## src/hdl/xxh_pkg.sv

```systemverilog
// Package: constants, types and helpers for the XXH64 stream hasher.
`timescale 1ns / 1ps
package xxh_pkg;

    localparam int unsigned LEN_BITS = 64;

    localparam logic [63:0] PR1 = 64'h9E3779B185EBCA87;
    localparam logic [63:0] PR2 = 64'hC2B2AE3D27D4EB4F;
    localparam logic [63:0] PR3 = 64'h165667B19E3779F9;
    localparam logic [63:0] PR4 = 64'h85EBCA77C2B2AE63;
    localparam logic [63:0] PR5 = 64'h27D4EB2F165667C5;
    localparam logic [63:0] PR12 = PR1 + PR2;

    typedef struct packed {
        logic        start;
        logic [63:0] a;
        logic [63:0] b;
    } t_mul_req;

    typedef enum logic [1:0] {
        MUL_LL,
        MUL_LH,
        MUL_HL
    } t_mul_step;

    typedef enum logic [4:0] {
        ST_IDLE,
        ST_BYTE,
        ST_LANE_A,
        ST_LANE_B,
        ST_CONV,
        ST_MRG_A,
        ST_MRG_B,
        ST_MRG_C,
        ST_LEN,
        ST_TAIL,
        ST_T8_A,
        ST_T8_B,
        ST_T8_C,
        ST_T4_A,
        ST_T4_B,
        ST_T1_A,
        ST_T1_B,
        ST_AV_A,
        ST_AV_B,
        ST_DONE
    } t_state;

    function automatic logic [63:0] rotl64(input logic [63:0] v, input int unsigned n);
        return (v << n) | (v >> (64 - n));
    endfunction

    function automatic logic [63:0] lane_init(input logic [63:0] s, input logic [1:0] k);
        logic [63:0] r;
        case (k)
            2'd0:    r = s + PR12;
            2'd1:    r = s + PR2;
            2'd2:    r = s;
            default: r = s - PR1;
        endcase
        return r;
    endfunction

endpackage

```

## src/hdl/xxh_mul64.sv

```systemverilog
// Shared 64x64 low-half multiplier from one 32x32 multiplier, steps LL, LH, HL.
`timescale 1ns / 1ps
module xxh_mul64 (
    input  logic              i_clk,
    input  logic              i_rst_n,
    input  xxh_pkg::t_mul_req i_req,
    output logic              o_done,
    output logic [63:0]       o_prod
);
    import xxh_pkg::*;

    logic [63:0] r_a;
    logic [63:0] r_b;
    logic [63:0] r_acc;
    t_mul_step   r_step;
    logic        r_busy;
    logic        r_done;
    logic [31:0] w_x;
    logic [31:0] w_y;
    logic [63:0] w_pp;

    always_comb begin
        case (r_step)
            MUL_LL: begin
                w_x = r_a[31:0];
                w_y = r_b[31:0];
            end
            MUL_LH: begin
                w_x = r_a[31:0];
                w_y = r_b[63:32];
            end
            default: begin
                w_x = r_a[63:32];
                w_y = r_b[31:0];
            end
        endcase
        w_pp = 64'(w_x) * 64'(w_y);
    end

    always_ff @(posedge i_clk) begin
        if (!i_rst_n) begin
            r_busy <= 1'b0;
            r_done <= 1'b0;
            r_step <= MUL_LL;
        end else begin
            r_done <= 1'b0;
            if (i_req.start && !r_busy) begin
                r_a    <= i_req.a;
                r_b    <= i_req.b;
                r_busy <= 1'b1;
                r_step <= MUL_LL;
            end else if (r_busy) begin
                case (r_step)
                    MUL_LL: begin
                        r_acc  <= w_pp;
                        r_step <= MUL_LH;
                    end
                    MUL_LH: begin
                        r_acc[63:32] <= r_acc[63:32] + w_pp[31:0];
                        r_step       <= MUL_HL;
                    end
                    default: begin
                        r_acc[63:32] <= r_acc[63:32] + w_pp[31:0];
                        r_busy       <= 1'b0;
                        r_done       <= 1'b1;
                    end
                endcase
            end
        end
    end

    assign o_done = r_done;
    assign o_prod = r_acc;

endmodule

```

## config.mk

```make
export PLATFORM = sky130hd
export DESIGN_NAME = xxh_mul64
export DESIGN_NICKNAME = d
export VERILOG_FILES = /design/src/hdl/xxh_pkg.sv /design/src/hdl/xxh_mul64.sv
export SDC_FILE = /design/constraint.sdc
export NUM_CORES = 2
export LEC_CHECK = 0
export BUFFER_PORTS_ARGS = -buffer_cell sky130_fd_sc_hd__buf_4
export CORE_ASPECT_RATIO = 0.5
export CORE_MARGIN = 2
export CORE_UTILIZATION = 29
export DETAILED_ROUTE_END_ITERATION = 10
export GPL_TIMING_DRIVEN = 0
export RECOVER_POWER = 50
export REMOVE_ABC_BUFFERS = 1
export SYNTH_ARGS = -nofsm -noshare
export SYNTH_HDL_FRONTEND = slang
export SYNTH_SLANG_ARGS = --single-unit
```

## constraint.sdc

```tcl
create_clock -name i_clk -period 8.69 [get_ports i_clk]
set_input_delay 0 -clock i_clk [delete_from_list [all_inputs] [get_ports i_clk]]
set_output_delay 0 -clock i_clk [all_outputs]
set_load 0.01 [all_outputs]
```

Word level (Yosys, flattened, before mapping):

Index checks and enable logic that the tools add are counted.

* output and inout bits: 65
* bits in registers: 196
* bits of input ports: 131
* word-level logic and storage cells: 32

* add/subtract/negate cells: 1
* multiply operators: 1
* reduce and logical (&&, ||, !) cells: 11
* eq/ne operators: 1
* bitwise logic cells: 3
* mux-type cells: 8

Operator list (number)
* two-way mux 32 bit: 3
* multiplier 32 x 32 -> 64 bit: 1
* adder 32 bit: 1
* two-way mux 1 bit: 4
* one-hot mux 2 bit (2 select lines): 1
* AND reduction 2 bit: 2
* AND reduction 4 bit: 1
* OR reduction 2 bit: 2
* NOT 1 bit: 3
* AND reduction 3 bit: 1
* OR reduction 3 bit: 1
* == test 2 x 1 -> 1 bit (second input constant): 1
* logical NOT 2 bit: 1
* nonzero test 2 bit: 1
* logical AND 1 bit: 1
* logical NOT 1 bit: 1

Logic depth before layout (Yosys ltp):

* depth in word-level cells: 6
* depth in mapped cells: 41
* gate-level depth less buffers: 36

Least setup slack after synthesis:

No wires, ideal clock.

* kind: reg-to-reg
* start: reg r_step[1]
* end: reg r_acc[63] (netlist: o_prod[63]) (data pin)
* stages on the path, launching flop included: 36
* clock period less this slack: 9.518 ns
* buffers on the path: 4
* required time: 8.429 ns
* slack: -0.828 ns
* setup time: 0.261 ns
* arrival: 9.257 ns
* cells stage by stage: dfxtp_1 > clkbuf_1 > buf_1 > buf_1 > mux2i_1 > clkbuf_1 > nor2_1 > fa_1 > inv_1 > fa_1 > fa_1 > fa_1 > inv_1 > ha_1 > ha_1 > fa_1 > inv_1 > fa_1 > inv_1 > ha_1 > o21ai_0 > nor2_1 > o311a_2 > o31ai_4 > nand2_1 > a31oi_1 > xnor2_1 > ha_1 > nand2_1 > or4b_2 > o21ai_1 > a21oi_1 > a211oi_1 > o21ai_0 > xnor2_1 > mux2i_1

* cells in the longest elaborated chain, start to end: 6
* elaborated cells between the ends (all ways): 8
* those cells by class: add/sub (1); mul (1); eq/ne (1); mux (3); reduce/logical (2)

RTL lines
* from (decl): RTL line xxh_mul64.sv:15 `t_mul_step r_step;`
* from (signal assigned): RTL line xxh_mul64.sv:44 `r_step <= MUL_LL;`
* from (signal assigned): RTL line xxh_mul64.sv:51 `r_step <= MUL_LL;`
* from (signal assigned): RTL line xxh_mul64.sv:56 `r_step <= MUL_LH;`
* == test 2 x 1 -> 1 bit or logical NOT 2 bit (tied branches): RTL line xxh_mul64.sv:23 `case (r_step)`
* OR reduction 2 bit (no source line)
* two-way mux 32 bit: RTL line xxh_mul64.sv:23
* multiplier 32 x 32 -> 64 bit *: RTL line xxh_mul64.sv:37 `w_pp = 64'(w_x) * 64'(w_y);`
* net w_pp[19]: RTL line xxh_mul64.sv:20 `logic [63:0] w_pp;`
* adder 32 bit *: RTL line xxh_mul64.sv:59, xxh_mul64.sv:63
* two-way mux 32 bit *
* to (signal assigned): RTL line xxh_mul64.sv:55 `r_acc <= w_pp;`
* to (signal assigned): RTL line xxh_mul64.sv:59 `r_acc[63:32] <= r_acc[63:32] + w_pp[31:0];`
* to (signal assigned): RTL line xxh_mul64.sv:63 `r_acc[63:32] <= r_acc[63:32] + w_pp[31:0];`
* to (decl): RTL line xxh_mul64.sv:14 `logic [63:0] r_acc;`

Mark *: on every way through the listed nets, which the timed path passes. The rest lies on a longest branch.
A chain may end at the register's enable or synchronous reset.

Worst setup path in the final report:

* start: reg r_step[1]
* end: reg r_acc[62] (netlist: o_prod[62]) (data pin)

The elaborated chain is that of the path after synthesis.

==> flow_metrics.py <==
metrics = {
    "clock_network": {
        "numCtsBuffers": 17,
        "cts.sinks": 196,
        "cts_htree_levels": 4,
        "root_buffer": "clkbuf_16",
        "clk_latency_ns": 0.52,
        "path_clk_slew_ns": 0.10,
        "cts_tree": "built",
        "cts_max_path_buffers": 2,
    },
    "logic_synthesis": {
        "async_reset_ff_share_pct": 0,
        "avgSynthCellArea_um2": 9.63,
        "ys_warn_count": 0,
        "ys.flop_type": "edfxtp_1",
        "synth_enable_flop_cells": 192,
        "ys_ff_latch": 196,
        "synth_cells": 4266,
        "seq_area_frac_synth_pct": 14.2,
        "syn_area_um2": 41100,
        "ys_types": 84,
    },
    "grt": {
        "use_met1_pct": 25.1,
        "grt_antenna_before_repair": 6,
        "grt_max_degree": 39,
        "met3_usage_pct": 4.95,
        "grtUsageMet2_pct": 32.9,
        "overflow": 0,
        "grt_pass1_vias": 34900,
        "grt_pass1_wl_um": 218000,
        "gr-usage-all-layers_pct": 20.3,
        "grt-busiest-layer": "met2",
    },
    "hold_path": {
        "holdPathStages": 2,
        "min_to": "r_a[47]",
        "holdCritPathClass": "input port to register",
        "hp-start": "i_req[111]",
    },
    "timing": {
        "drv_slew": 0,
        "period_needed_ns": 9.10,
        "setup_viol": 14,
        "hold_violations": 0,
        "slew_headroom_pct": 21.6,
        "fin_crit_sh_pct": 105,
        "skew_ns": 0.0286,
        "hold-worst-slack_ns": 0.211,
        "worst_slew_pin_slew_ns": 1.14,
        "fmax_mhz": 110,
        "rsz0062_at_grt": "true",
        "post-route-worst-setup-slack_ns": -0.407,
    },
    "setup_path": {
        "cp-end-kind": "register",
        "cpPeakStageDelay_ns": 0.60,
        "crit_path_max_fanout": 7,
        "worst_ep_required_time_ns": 8.93,
        "reg2reg_depth": 37,
        "worstPathArrival_ns": 9.34,
        "cp_slowest_cell": "fa_2",
        "rrSetupSlack_ns": -0.41,
        "crit_type": "register to register",
        "critPathMostFrequentCell": "fa_1",
        "r2r_start": "r_step[1]",
        "r2r_end": "o_prod[62]",
        "start_kind": "register",
    },
    "floorplan": {
        "fp.dieW_um": 536,
        "core_area_um2": 140000,
        "fp-row-count": 97,
        "start_util_pct": 29.3,
        "io_pins": 196,
        "die_h_um": 270,
        "fp.dieArea_um2": 145000,
    },
    "layout": {
        "final_util_pct": 37.0,
        "layout_commonest_cell": "fa_1",
        "fill_cells": 13800,
        "layout_common_cells": "868 x fa_1, 865 x inv_1, 690 x nand2_1",
        "drive_above_1_share_pct": 18.5,
        "nNetsFinal": 6111,
        "synthToLayoutAreaGrowth_pct": 26.5,
    },
    "detailed_routing": {
        "drt_iter0_drc": 3000,
        "routed_wl_um": 148000,
        "avgRoutedWirePerCell_um": 22.2,
        "viasPerCell": 4.99,
        "drc": 0,
        "dr_total_vias": 33400,
        "dr.pass1.iters": 8,
        "ant_nets": 0,
    },
    "run": {
        "cap_violations": 0,
    },
    "run_status": {
        "status": "finished with violations",
        "failed_checks": "setup timing",
    },
    "place": {
        "dp_hpwl_um": 103000,
        "gp_congestion": 0.926,
        "port_buffers": 195,
    },
}
metal layers:
| layer | routed length (um) | vias up |
|---|---|---|
| met5 | 140 | - |
| met4 | 9250 | 4 |
| li1 | - | 14000 |
| met3 | 15800 | 517 |
| met1 | 54600 | 17100 |
| met2 | 68500 | 1770 |
worst max-delay path by stage:
| stage | start | to | cells after the start |
|---|---|---|---|
| 3_3_place_gp | r_step[1] | o_prod[63] | 33 |
| 6_report | r_step[1] | o_prod[62] | 37 |
| 2_1_floorplan | r_step[1] | o_prod[63] | 30 |
| 4_1_cts | r_step[0] | o_prod[63] | 38 |
| 5_1_grt | r_step[1] | o_prod[63] | 38 |
| 3_5_place_dp | r_step[1] | o_prod[63] | 36 |
critical path, delay by kind of cell, from the launching register on:
| kind | cells | cell delay [ns] |
|---|---|---|
| buffers and inverters | 13 | 1.60 |
| AO/OA/AOI/OAI | 6 | 1.28 |
| XOR/XNOR | 2 | 0.50 |
| multiplexers | 2 | 0.32 |
| AND/OR/NAND/NOR | 4 | 0.39 |
| flip-flops | 1 | 0.39 |
| adder cells (fa/ha/maj) | 10 | 4.27 |
state kept, by name, summed over array words and instances (netlist names):
signal,count
r_a,64
o_prod,64
r_step,2
r_b,64
r_busy,1
o_done,1
cell usage after synthesis (17+ instances only):
cell	n	area, um^2
xnor2_1	57	499
nand2b_1	17	106
nand2_1	702	2640
a21o_1	50	375
edfxtp_1	192	5770
o21ai_0	51	255
ha_1	295	3690
a21oi_1	99	495
xor2_1	26	228
clkbuf_1	162	608
inv_1	886	3330
mux2i_1	65	651
nand3_1	30	150
o21bai_1	19	143
fa_1	897	18000
nor2_1	432	1620
mux2_2	57	642
cell families (layout without fill, tap and decap cells):
kind of cell,Yosys count,in the layout,synth area share (%)
muxes,126,133,3.26
AOI/OAI and AO/OA,329,329,5.49
adders and majority gates,1192,1192,52.7
other,0,8,0
buffers and inverters,1076,1604,10.2
DFF,196,196,14.2
xor gates and xnor gates,83,83,1.77
and+or+nand+nor,1264,1264,12.3
metrics by stage:
step / cell area (um^2) / setup WS [ns] / TNS [ns] / cells
3_3_place_gp: 44000 / -12.73 / -856.93 / 6152
5_1_grt: 51900 / -0.653 / -6.25 / 6684
3_5_place_dp: 45000 / -2.85 / -65.09 / 6190
6_report: 52000 / -0.407 / -3.04 / 6690
2_1_floorplan: 40200 / -5.00 / -197.82 / 4076
4_1_cts: 50900 / -0.266 / -1.33 / 6603
layout make-up:
| cell class | count | area (um^2) | share of cell area [%] |
|---|---|---|---|
| multi-input cells | 3001 | 33600 | 64.6 |
| repair buffers | 686 | 6240 | 12.0 |
| flip-flops and latches | 196 | 5850 | 11.3 |
| inverters | 886 | 3330 | 6.40 |
| well taps | 1881 | 2350 | 4.53 |
| clock buffers | 18 | 429 | 0.826 |
| clock inverters | 14 | 180 | 0.347 |
| diodes | 8 | 20.0 | 0.0385 |
what timing repair did:
item | CTS | global route
hold buffers | 130 | 0
gates cloned | 12 | 3
endpoints found under the setup margin | 48 | 27
endpoints found under the hold margin | 132 | 0
buffers inserted | 242 | 82
gates resized for setup | 316 | 175
pin swaps | 126 | 99
Power is left out: the tool's default activity adds up to more than one toggle a clock period on the data nets, which glitch-free logic cannot reach.
